### config.mk
export PLATFORM = sky130hd
export DESIGN_NAME = greedy_cycle_weight_reducer
export DESIGN_NICKNAME = d
export VERILOG_FILES = /design/src/gcwr_pkg.sv /design/src/gcwr_datapath.sv /design/src/gcwr_controller.sv /design/src/greedy_cycle_weight_reducer.sv
export SDC_FILE = /design/constraint.sdc
export NUM_CORES = 2
export LEC_CHECK = 0
export BUFFER_PORTS_ARGS = -buffer_cell sky130_fd_sc_hd__buf_2
export CAP_MARGIN = 20
export CORE_UTILIZATION = 45
export DETAILED_ROUTE_END_ITERATION = 10
export SYNTH_ARGS = -nofsm -noshare
export SYNTH_HDL_FRONTEND = slang
export SYNTH_SLANG_ARGS = --single-unit
### constraint.sdc
create_clock -name clock -period 10.45 [get_ports clock]
set_input_delay 2.09 -clock clock [delete_from_list [all_inputs] [get_ports clock]]
set_output_delay 2.09 -clock clock [all_outputs]
set_load 0.05 [all_outputs]
### src/gcwr_pkg.sv
package gcwr_pkg;

   localparam int VECTOR_BITS_DEF = 64;
   localparam int MAX_ROWS_DEF    = 64;
   localparam int FIELD_BITS      = 64;
   localparam int WEIGHT_BITS     = 7;
   localparam int SLOT_BITS       = 6;
   localparam int CSR_BITS        = 7;

   localparam logic CMD_LOAD   = 1'b0;
   localparam logic CMD_REDUCE = 1'b1;

   typedef struct packed {
      logic                  cmd;
      logic [SLOT_BITS-1:0]  row_slot;
      logic [FIELD_BITS-1:0] row_bits;
      logic [FIELD_BITS-1:0] error_bits;
   } req_word_type;

   typedef struct packed {
      logic [FIELD_BITS-1:0]  reduced_bits;
      logic [WEIGHT_BITS-1:0] reduced_weight;
   } rsp_word_type;

   // controller to datapath
   typedef struct packed {
      logic load;     // write the request's row into the store
      logic init;     // load the work vector from the request
      logic rd_en;    // read one row for a compare beat
      logic rd_last;  // that row closes the pass
   } ctrl_cmd_type;

   // datapath to controller
   typedef struct packed {
      logic beat_last;  // the closing compare beat of a pass is in progress
      logic pass_more;  // the pass improved the vector at least once
   } dp_status_type;

   // adder tree over 64 bits, six levels
   function automatic logic [WEIGHT_BITS-1:0] popcount(input logic [FIELD_BITS-1:0] v);
      logic [WEIGHT_BITS-1:0] s [FIELD_BITS];
      for (int i = 0; i < FIELD_BITS; i++) begin
         s[i] = WEIGHT_BITS'(v[i]);
      end
      for (int lvl = 0; lvl < 6; lvl++) begin
         for (int i = 0; i < FIELD_BITS / 2; i++) begin
            if (i < ((FIELD_BITS / 2) >> lvl)) begin
               s[i] = s[2*i] + s[2*i+1];
            end
         end
      end
      return s[0];
   endfunction

endpackage

### src/gcwr_datapath.sv
module gcwr_datapath #(
   parameter int VECTOR_BITS = gcwr_pkg::VECTOR_BITS_DEF,
   parameter int MAX_ROWS    = gcwr_pkg::MAX_ROWS_DEF,
   parameter int AW          = (MAX_ROWS > 1) ? $clog2(MAX_ROWS) : 1
) (
   input  logic                   clock,
   input  logic                   reset,
   input  gcwr_pkg::ctrl_cmd_type cmd,
   input  logic [AW-1:0]          rd_addr,
   input  gcwr_pkg::req_word_type req_word,
   output gcwr_pkg::dp_status_type status,
   output gcwr_pkg::rsp_word_type rsp_word
);
   import gcwr_pkg::*;

   localparam int WW = $clog2(VECTOR_BITS + 1);

   logic [VECTOR_BITS-1:0] gen_mem [MAX_ROWS];
   logic [VECTOR_BITS-1:0] rd_data_ff;
   logic                   rd_valid_ff;
   logic                   rd_last_ff;
   logic [VECTOR_BITS-1:0] work_ff;
   logic [VECTOR_BITS-1:0] work_in;
   logic [WW-1:0]          weight_ff;
   logic [WW-1:0]          weight_in;
   logic                   changed_ff;
   logic                   changed_in;

   logic [31:0]            slot_ext;
   logic                   slot_ok;
   logic [VECTOR_BITS-1:0] trial;
   logic [FIELD_BITS-1:0]  trial_ext;
   logic [FIELD_BITS-1:0]  error_ext;
   logic [FIELD_BITS-1:0]  work_ext;
   logic [WEIGHT_BITS-1:0] trial_pc;
   logic [WEIGHT_BITS-1:0] error_pc;
   logic                   improve;

   assign slot_ext = 32'(req_word.row_slot);
   assign slot_ok  = slot_ext < 32'(MAX_ROWS);

   // row store: one write port for loads, one registered read port for beats
   always_ff @(posedge clock) begin
      if (cmd.load && slot_ok) begin
         gen_mem[slot_ext[AW-1:0]] <= req_word.row_bits[VECTOR_BITS-1:0];
      end
      if (cmd.rd_en) begin
         rd_data_ff <= gen_mem[rd_addr];
      end
   end

   always_comb begin
      trial     = work_ff ^ rd_data_ff;
      trial_ext = '0;
      trial_ext[VECTOR_BITS-1:0] = trial;
      error_ext = '0;
      error_ext[VECTOR_BITS-1:0] = req_word.error_bits[VECTOR_BITS-1:0];
      work_ext  = '0;
      work_ext[VECTOR_BITS-1:0] = work_ff;
      trial_pc  = popcount(trial_ext);
      error_pc  = popcount(error_ext);
      improve   = rd_valid_ff && (trial_pc[WW-1:0] < weight_ff);

      work_in    = work_ff;
      weight_in  = weight_ff;
      changed_in = changed_ff;
      if (cmd.init) begin
         work_in    = req_word.error_bits[VECTOR_BITS-1:0];
         weight_in  = error_pc[WW-1:0];
         changed_in = 1'b0;
      end else begin
         if (improve) begin
            work_in   = trial;
            weight_in = trial_pc[WW-1:0];
         end
         // drop the flag at the end of each pass
         if (rd_valid_ff && rd_last_ff) begin
            changed_in = 1'b0;
         end else if (improve) begin
            changed_in = 1'b1;
         end
      end
   end

   always_ff @(posedge clock) begin
      if (reset) begin
         rd_valid_ff <= 1'b0;
         rd_last_ff  <= 1'b0;
         work_ff     <= '0;
         weight_ff   <= '0;
         changed_ff  <= 1'b0;
      end else begin
         rd_valid_ff <= cmd.rd_en;
         rd_last_ff  <= cmd.rd_last;
         work_ff     <= work_in;
         weight_ff   <= weight_in;
         changed_ff  <= changed_in;
      end
   end

   assign status.beat_last = rd_valid_ff && rd_last_ff;
   assign status.pass_more = changed_ff || improve;

   assign rsp_word.reduced_bits   = work_ext;
   assign rsp_word.reduced_weight = WEIGHT_BITS'(weight_ff);

endmodule

### src/gcwr_controller.sv
module gcwr_controller #(
   parameter int MAX_ROWS = gcwr_pkg::MAX_ROWS_DEF,
   parameter int AW       = (MAX_ROWS > 1) ? $clog2(MAX_ROWS) : 1
) (
   input  logic                            clock,
   input  logic                            reset,
   input  logic                            start,
   input  logic                            req_cmd,
   input  logic                            csr_write_en,
   input  logic [gcwr_pkg::CSR_BITS-1:0]   csr_write_data,
   input  gcwr_pkg::dp_status_type         status,
   output gcwr_pkg::ctrl_cmd_type          cmd,
   output logic [AW-1:0]                   rd_addr,
   output logic                            busy,
   output logic                            rsp_strobe
);
   import gcwr_pkg::*;

   localparam int RCW = $clog2(MAX_ROWS + 1);

   typedef enum logic [1:0] {
      ST_IDLE,
      ST_SCAN,
      ST_DRAIN
   } state_type;

   state_type           state_ff;
   logic [AW-1:0]       ptr_ff;
   logic                strobe_ff;
   logic [CSR_BITS-1:0] active_rows_ff;

   logic [31:0]         rows_wide;
   logic [RCW-1:0]      rows_eff;
   logic                ptr_last;
   logic                accept;

   // clamp the row count to the store depth
   assign rows_wide = (32'(active_rows_ff) > 32'(MAX_ROWS)) ? 32'(MAX_ROWS)
                                                            : 32'(active_rows_ff);
   assign rows_eff  = rows_wide[RCW-1:0];
   assign ptr_last  = (RCW'(ptr_ff) + RCW'(1)) == rows_eff;
   assign accept    = start && (state_ff == ST_IDLE);

   always_comb begin
      cmd.load    = accept && (req_cmd == CMD_LOAD);
      cmd.init    = accept && (req_cmd == CMD_REDUCE);
      cmd.rd_en   = state_ff == ST_SCAN;
      cmd.rd_last = (state_ff == ST_SCAN) && ptr_last;
   end

   always_ff @(posedge clock) begin
      if (reset) begin
         state_ff       <= ST_IDLE;
         ptr_ff         <= '0;
         strobe_ff      <= 1'b0;
         active_rows_ff <= '0;
      end else begin
         strobe_ff <= 1'b0;
         if (csr_write_en) begin
            active_rows_ff <= csr_write_data;
         end
         case (state_ff)
            ST_IDLE: begin
               if (accept && (req_cmd == CMD_REDUCE)) begin
                  ptr_ff <= '0;
                  if (rows_eff == '0) begin
                     strobe_ff <= 1'b1;
                  end else begin
                     state_ff <= ST_SCAN;
                  end
               end
            end
            ST_SCAN: begin
               if (ptr_last) begin
                  state_ff <= ST_DRAIN;
               end else begin
                  ptr_ff <= AW'(ptr_ff + 1'b1);
               end
            end
            ST_DRAIN: begin
               // closing beat decides: another pass or done
               if (status.beat_last && status.pass_more) begin
                  ptr_ff   <= '0;
                  state_ff <= ST_SCAN;
               end else begin
                  strobe_ff <= 1'b1;
                  state_ff  <= ST_IDLE;
               end
            end
            default: begin
               state_ff <= ST_IDLE;
            end
         endcase
      end
   end

   assign rd_addr    = ptr_ff;
   assign busy       = state_ff != ST_IDLE;
   assign rsp_strobe = strobe_ff;

endmodule

### src/greedy_cycle_weight_reducer.sv
// Greedy cycle weight reducer.
// Request channel: present req_word with start high; the word is taken at a
// clock edge where start is high and busy is low. cmd LOAD writes row_bits into
// store slot row_slot (slots at or past MAX_ROWS are dropped); cmd REDUCE brings
// error_bits to be reduced against the first active_rows rows of the store.
// Config: csr_write_en/csr_write_data write active_rows; write only while idle.
// Response channel: rsp_strobe is high for exactly one cycle with rsp_word
// holding the reduced vector and its weight. The receiver cannot stall; take
// the word in that cycle.
// Timing: busy stays low for a load. A reduce runs passes over the first R
// rows (R = active rows clamped to MAX_ROWS), one row compared per cycle from
// the store's registered read port, each pass closed by a drain state.
// Passes repeat until one makes no change; each change lowers the weight, so
// at most VECTOR_BITS+1 passes run; if R is 0 none runs and busy stays low.
// The next request may be taken in the cycle the strobe is shown.
// Reset: synchronous, clears the controller and active_rows; the row store is
// not cleared, so reduce only against rows that were loaded.
module greedy_cycle_weight_reducer #(
   parameter int VECTOR_BITS = gcwr_pkg::VECTOR_BITS_DEF,
   parameter int MAX_ROWS    = gcwr_pkg::MAX_ROWS_DEF
) (
   input  logic                          clock,
   input  logic                          reset,
   input  logic                          start,
   output logic                          busy,
   input  gcwr_pkg::req_word_type        req_word,
   output logic                          rsp_strobe,
   output gcwr_pkg::rsp_word_type        rsp_word,
   input  logic                          csr_write_en,
   input  logic [gcwr_pkg::CSR_BITS-1:0] csr_write_data
);
   import gcwr_pkg::*;

   localparam int AW = (MAX_ROWS > 1) ? $clog2(MAX_ROWS) : 1;

   ctrl_cmd_type  ctrl_cmd;
   dp_status_type dp_status;
   logic [AW-1:0] rd_addr;

   // sequencer: pass and row pointer, config register, response strobe
   gcwr_controller #(
      .MAX_ROWS (MAX_ROWS),
      .AW       (AW)
   ) u_ctrl (
      .clock          (clock),
      .reset          (reset),
      .start          (start),
      .req_cmd        (req_word.cmd),
      .csr_write_en   (csr_write_en),
      .csr_write_data (csr_write_data),
      .status         (dp_status),
      .cmd            (ctrl_cmd),
      .rd_addr        (rd_addr),
      .busy           (busy),
      .rsp_strobe     (rsp_strobe)
   );

   // row store, work vector, XOR and popcount compare
   gcwr_datapath #(
      .VECTOR_BITS (VECTOR_BITS),
      .MAX_ROWS    (MAX_ROWS),
      .AW          (AW)
   ) u_dp (
      .clock    (clock),
      .reset    (reset),
      .cmd      (ctrl_cmd),
      .rd_addr  (rd_addr),
      .req_word (req_word),
      .status   (dp_status),
      .rsp_word (rsp_word)
   );

endmodule

== Yosys cells after proc, flatten, opt, wreduce, memory -nomap -nowiden ==
Memories as Yosys holds them, arrays and structs flattened. A register that Yosys moved wholly into a read port is not among the register bits.
Index checks and enable logic that the tools add are counted.

* Bitwise logic cells: 2
* Add/sub/neg operators: 128
* Eq/ne operators: 8
* Reductions and logical operators: 17
* Order comparisons: 3
* Mux-type cells: 20

{| class="wikitable"
|+ Operators by type and width
! cell !! number
|-
| 7-bit adder || 62
|-
| 1-bit by 1-bit adder with 2-bit output || 64
|-
| 64-bit 2-to-1 mux || 2
|-
| 64-bit bitwise XOR || 1
|-
| 7-bit 2-to-1 mux || 3
|-
| 6-bit 2-to-1 mux || 3
|-
| 6-bit case mux with 3 select lines || 1
|-
| 1-bit logical AND || 8
|-
| 2-bit != test (second input constant) || 4
|-
| 6-bit by 1-bit adder with 7-bit output (second input constant) || 1
|-
| 7-bit equality test || 1
|-
| 7-bit greater-than comparator (second input constant) || 1
|-
| 7-bit logical NOT || 1
|-
| 6-bit by 7-bit < comparator with 1-bit output (second input constant) || 1
|-
| 7-bit < comparator || 1
|-
| 6-bit by 1-bit adder with 6-bit output (second input constant) || 1
|-
| 1-bit 2-to-1 mux || 6
|-
| 2-bit 2-to-1 mux || 3
|-
| 2-bit case mux with 3 select lines || 1
|-
| 4-bit AND reduction || 1
|-
| 2-bit nonzero test || 2
|-
| 3-bit AND reduction || 1
|-
| 3-bit nonzero test || 1
|-
| 3-bit OR reduction || 1
|-
| other kinds (7) || 7
|}

* Output and inout bits: 73
* Memories: 1
* Bits of input ports: 146
* Flip-flop bits (word level): 90
* Word-level logic and storage cells: 188
* RAM bits: 4,096

{| class="wikitable"
|+ Memory list
! memory !! depth !! bits a word !! rd ports !! clocked after Yosys merged registers in !! write ports !! line !! text
|-
| u_dp.gen_mem || 64 || 64 || 1 || 1 || 1 || gcwr_datapath.sv:18 || <nowiki>logic [VECTOR_BITS-1:0] gen_mem [MAX_ROWS];</nowiki>
|}

== Longest topological paths before layout ==
* Word-level depth: 13
* Mapped depth: 32
* Mapped depth without buffers: 30

== Hierarchy ==
From an unflattened synthesis, not the netlist that was laid out.

* Cells, all modules: 7,469
* Area, all modules: 164,801.8 sq um

{| class="wikitable"
|+ By module, submodules not included
! module !! instances !! sequential area each (sq um) !! cells an instance !! area each (sq um)
|-
| gcwr_datapath || 1 || 126,401.2 || 7,348 || 163,824.6
|-
| gcwr_controller || 1 || 320.3 || 121 || 977.2
|}

== Least setup slack after synthesis ==
Ideal clock, no wire load.

* Path kind: register to register
* Start: register u_dp.work_ff[31] (netlist: u_dp.work_ext[31])
* End: register u_dp.work_ff[23] (netlist: u_dp.work_ext[23])
* Arrival: 7,547 ps
* Data required time: 10,364 ps
* Setup slack: 2,818 ps
* Period minus slack after synthesis: 7,632 ps
* Buffers on the path: 2
* Cell stages (with the launch flop): 29
* Setup time: 86 ps
* Cell sequence: dfxtp_1 -> xor2_1 -> ha_1 -> fa_1 -> inv_1 -> fa_1 -> fa_1 -> fa_1 -> inv_1 -> fa_1 -> fa_1 -> inv_1 -> fa_1 -> inv_1 -> ha_1 -> fa_1 -> a21oi_1 -> nor2_1 -> nor2_1 -> xnor2_1 -> ha_1 -> a21o_1 -> a221o_1 -> a31oi_1 -> buf_2 -> buf_2 -> nand2_1 -> xor2_1 -> a211oi_1

* Cells in the longest elaborated chain, start to end: 10

{| class="wikitable"
|+ Ends and longest elaborated chain
! what !! line !! text
|-
| start, declared || gcwr_datapath.sv:22 || <nowiki>logic [VECTOR_BITS-1:0] work_ff;</nowiki>
|-
| start signal, assigned || gcwr_datapath.sv:95 || <nowiki>work_ff <= work_in;</nowiki>
|-
| 64-bit bitwise XOR || gcwr_datapath.sv:53 || <nowiki>trial = work_ff ^ rd_data_ff;</nowiki>
|-
| 1-bit by 1-bit adder with 2-bit output || gcwr_pkg.sv:48 || <nowiki>s[i] = s[2*i] + s[2*i+1];</nowiki>
|-
| 7-bit adder (5 in series) || gcwr_pkg.sv:48 ||
|-
| 7-bit < comparator || gcwr_datapath.sv:62 || <nowiki>improve = rd_valid_ff && (trial_pc[WW-1:0] < weight_ff);</nowiki>
|-
| 1-bit logical AND || gcwr_datapath.sv:62 ||
|-
| 2-bit nonzero test (no source line) || n/a ||
|}

No other way between the ends.
A chain may end at the register's enable or synchronous reset.

== Worst setup path after layout ==
* Start: register u_dp.rd_data_ff[37], read port of u_dp.gen_mem
* End: register u_dp.work_ff[37] (netlist: u_dp.work_ext[37])

* Cells in the longest elaborated chain, start to end: 10
* Elaborated cells on any way between the ends: 12
* Those cells by class: 6 x add/sub; 1 x order compare; 2 x mux; 1 x bitwise; 2 x reduce/logical

{| class="wikitable"
|+ Ends and longest elaborated chain
! what !! line !! text
|-
| start, declared || gcwr_datapath.sv:19 || <nowiki>logic [VECTOR_BITS-1:0] rd_data_ff;</nowiki>
|-
| 64-bit bitwise XOR * || gcwr_datapath.sv:53 ||
|-
| 1-bit by 1-bit adder with 2-bit output || gcwr_pkg.sv:48 ||
|-
| 7-bit adder (5 in series) || gcwr_pkg.sv:48 ||
|-
| 7-bit < comparator || gcwr_datapath.sv:62 ||
|-
| 1-bit logical AND || gcwr_datapath.sv:62 ||
|-
| 2-bit nonzero test (no source line) || n/a ||
|}

Every way passes the cells marked *; elsewhere a longest branch is shown, timed or not. The select of a mux whose other input is x is not followed.

==> run_results.csv <==
group,metric,value,unit
power,power.density,272,mW/mm²
timing,hold_viol_final,0,
global_route,grt_pass1_wl,636,mm
clocking,post_cts_resized,0,
clocking,cts_root_buf,"clkbuf_16",
yosys,syn_avg_cell_area,23.6,µm²
layout,stdcell_count,12800,
setup_path,rrSetupSlack,1860,ps
clocking,cts_tree,"yes",
routing,vias_per_cell,6.23,
setup_path,path_max_fanout,30,
routing,vias,79500,
setup_path,rr_worst_depth,27,
floorplan,core_area,0.366,mm²
setup_path,reg2reg_from,"u_dp.rd_data_ff[37]",
clocking,cts.clk_slew.worst_paths,60,ps
yosys,yosys_register_bits,4250,
global_route,grt_antenna_before_repair,47,
routing,drt_first_pass_iters,6,
floorplan,die_y,610,µm
hold_path,hold_path_class,"reg -> reg",
setup_path,crit_arrival,9450,ps
yosys,syn_inst,7047,
timing,relSlewSlack,0.183,
floorplan,die_area,0.372,mm²
setup_path,endpoint,"u_dp.work_ext[37]",
clocking,insertion_delay,990,ps
yosys,synth_ff_type,"edfxtp_1",
global_route,grt_pass1_vias,80000,
setup_path,worst_setup_path_start_kind,"flip-flop",
yosys,synth_seq_area_share,0.763,
timing,post-route-period-util,0.822,
routing,wl_per_cell,35.9,µm
power,power.leakage,58.1,nW
run,drv_cap,0,
timing,clock.fmax,116,MHz
clocking,cts_buffers,427,
floorplan,io_pins,219,
yosys,yosys-top-cells-area,"edfxtp_1, mux4_2, fa_1",
clocking,h-tree-depth,5,
global_route,grt_max_degree,100,
status,outcome,"complete, no violations",
yosys,synth-edff-count,4160,
clocking,hold_buffers,0,
yosys,synth_top_area_cell,"edfxtp_1",
floorplan,die-width,610,µm
yosys,synth_warnings,0,
routing,ant_nets,0,
routing,drt_iter0_markers,10200,
timing,worst_slew_pin_slew,1230,ps
timing,fin_crit,8590,ps
timing,layout_setup_ws,1860,ps
timing,clock-skew-final,86.8,ps
timing,final-setup-viol-count,0,
yosys,ys_types,51,
setup_path,cp_data_required_time,11310,ps
global_route,overflow,0,
power,ir_drop,0.00259,V
yosys,synth-async-reset-ratio,0,
place,dp.cells,11900,
layout,areaGrowthSynthToFinish,13.4,%
yosys,synth_top_area_frac,0.752,
layout,nets,7938,
clocking,cts_setup_buffers,0,
layout,multi_input_area,0.0376,mm²
timing,finalMaxSlewViolations,0,
floorplan,num_rows,222,
routing,drc,0,
floorplan,start_util,0.453,
setup_path,crit_type,"reg -> reg",
clocking,cts_max_path_buffers,4,
setup_path,cp-end-kind,"flip-flop",
yosys,synth_nets,7406,
clocking,clock_sinks,4250,
timing,setup-tns-final,0,ps
place,dp_hpwl,248,mm
yosys,syn_area,0.166,mm²
layout,drive_gt1_frac,0.302,
setup_path,worstReg2RegEnd,"u_dp.work_ext[37]",
yosys,synth_most_common_cell,"edfxtp_1",
place,dp_slack,1900,ps
layout,fillers,28300,
layout,seqCellArea,0.127,mm²
place,gp_congestion,0.883,
yosys,ys_top_cells_by_count,"edfxtp_1, mux4_2, clkbuf_1",
global_route,grt_usage,0.245,
setup_path,startpoint,"u_dp.rd_data_ff[37]",
routing,wl,458,mm
place,place.port_buffers,218,
timing,rsz0062_at_grt,"no",
[sequential cells by signal (all words and copies together) (netlist names)]
| register | flops |
|---|---|
| u_ctrl.rsp_strobe | 1 |
| u_dp.rd_data_ff | 64 |
| u_dp.changed_ff | 1 |
| u_dp.weight_ff | 7 |
| u_dp.gen_mem | 4096 |
| u_ctrl.active_rows_ff | 7 |
| u_dp.rd_last_ff | 1 |
| u_dp.rd_valid_ff | 1 |
| u_ctrl.state_ff | 2 |
| u_ctrl.rd_addr | 6 |
| u_dp.work_ext | 64 |
[routing by layer]
metal	GRT usage	part of all wire
met5	0	0.00046
met4	0.0656	0.028
met3	0.0508	0.092
met2	0.389	0.48
met1	0.347	0.40
[worst min path at each step]
| stage | startpoint | to | slack [ps] | cells after the start |
|---|---|---|---|---|
| finish | u_dp.rd_last_ff | u_dp.changed_ff | 510 | 1 |
| global route | u_dp.rd_last_ff | u_dp.changed_ff | 540 | 1 |
| CTS | u_dp.rd_last_ff | u_dp.changed_ff | 500 | 1 |
| detailed placement | u_dp.rd_last_ff | u_dp.changed_ff | 490 | 1 |
| global placement | u_dp.rd_last_ff | u_dp.changed_ff | 440 | 1 |
| floorplan | u_dp.rd_last_ff | u_dp.changed_ff | 430 | 1 |
[cell families after synthesis]
| family | share of synthesized area |
|---|---|
| adders and majority gates | 0.0215 |
| AOI/OAI and AO/OA | 0.0112 |
| xor gates and xnor gates | 0.00750 |
| and+or+nand+nor | 0.00855 |
| DFF | 0.763 |
| buffers and inverters | 0.0140 |
| muxes | 0.174 |
[per-stage QoR]
stage | hold slack (ps) | total power, W | area, µm² | util
floorplan | 431 | 0.0339 | 166000 | -
global placement | 438 | 0.0369 | 174000 | 0.475
detailed placement | 487 | 0.0368 | 174000 | 0.475
CTS | 499 | 0.0517 | 188000 | 0.513
global route | 541 | 0.0535 | 188000 | 0.514
finish | 507 | 0.0512 | 188000 | 0.514
[power by group]
part | switching (W) | internal (W)
Combinational | 0.00992 | 0.00725
Sequential | 0.000118 | 0.0189
Clock | 0.00648 | 0.00852
Total | 0.0165 | 0.0346
[placed cells by master (no fill, tap or decap), types with 87 or more instances in the layout]
cell type,instances
clkinv_1,119
nor2_1,92
xor2_1,129
buf_4,191
a22oi_1,130
nand2_1,148
fa_1,120
inv_1,192
edfxtp_1,4160
ha_1,93
buf_2,217
clkbuf_16,433
mux4_2,1280
clkbuf_1,87
[layout make-up]
class | count | area share
Timing Repair Buffer | 461 | 0.0192
Tap cell | 4816 | 0.0320
Clock inverter | 260 | 0.0128
Antenna cell | 12 | 0.000159
Clock buffer | 525 | 0.0596
Inverter | 192 | 0.00383
Sequential cell | 4250 | 0.673
Multi-Input combinational cell | 2247 | 0.200
[worst max-delay path, stage by stage, from the launching register on]
cell      delay, ps
edfxtp_1        420
xor2_1          170
ha_1            320
fa_1            460
fa_1            590
inv_1            60
fa_1            480
fa_1            520
inv_1            60
fa_1            500
fa_1            520
inv_1            50
fa_1            480
inv_1            40
ha_1            210
fa_1            470
a21oi_1         150
nor2_1           50
nor2_1          120
xnor2_1         170
ha_1            280
and3_1          230
a221o_1         350
a31oi_4         690
buf_4           490
nand2_1         140
xor2_1          160
a211oi_1        270
Note: power is estimated with default switching activity, not from simulation.
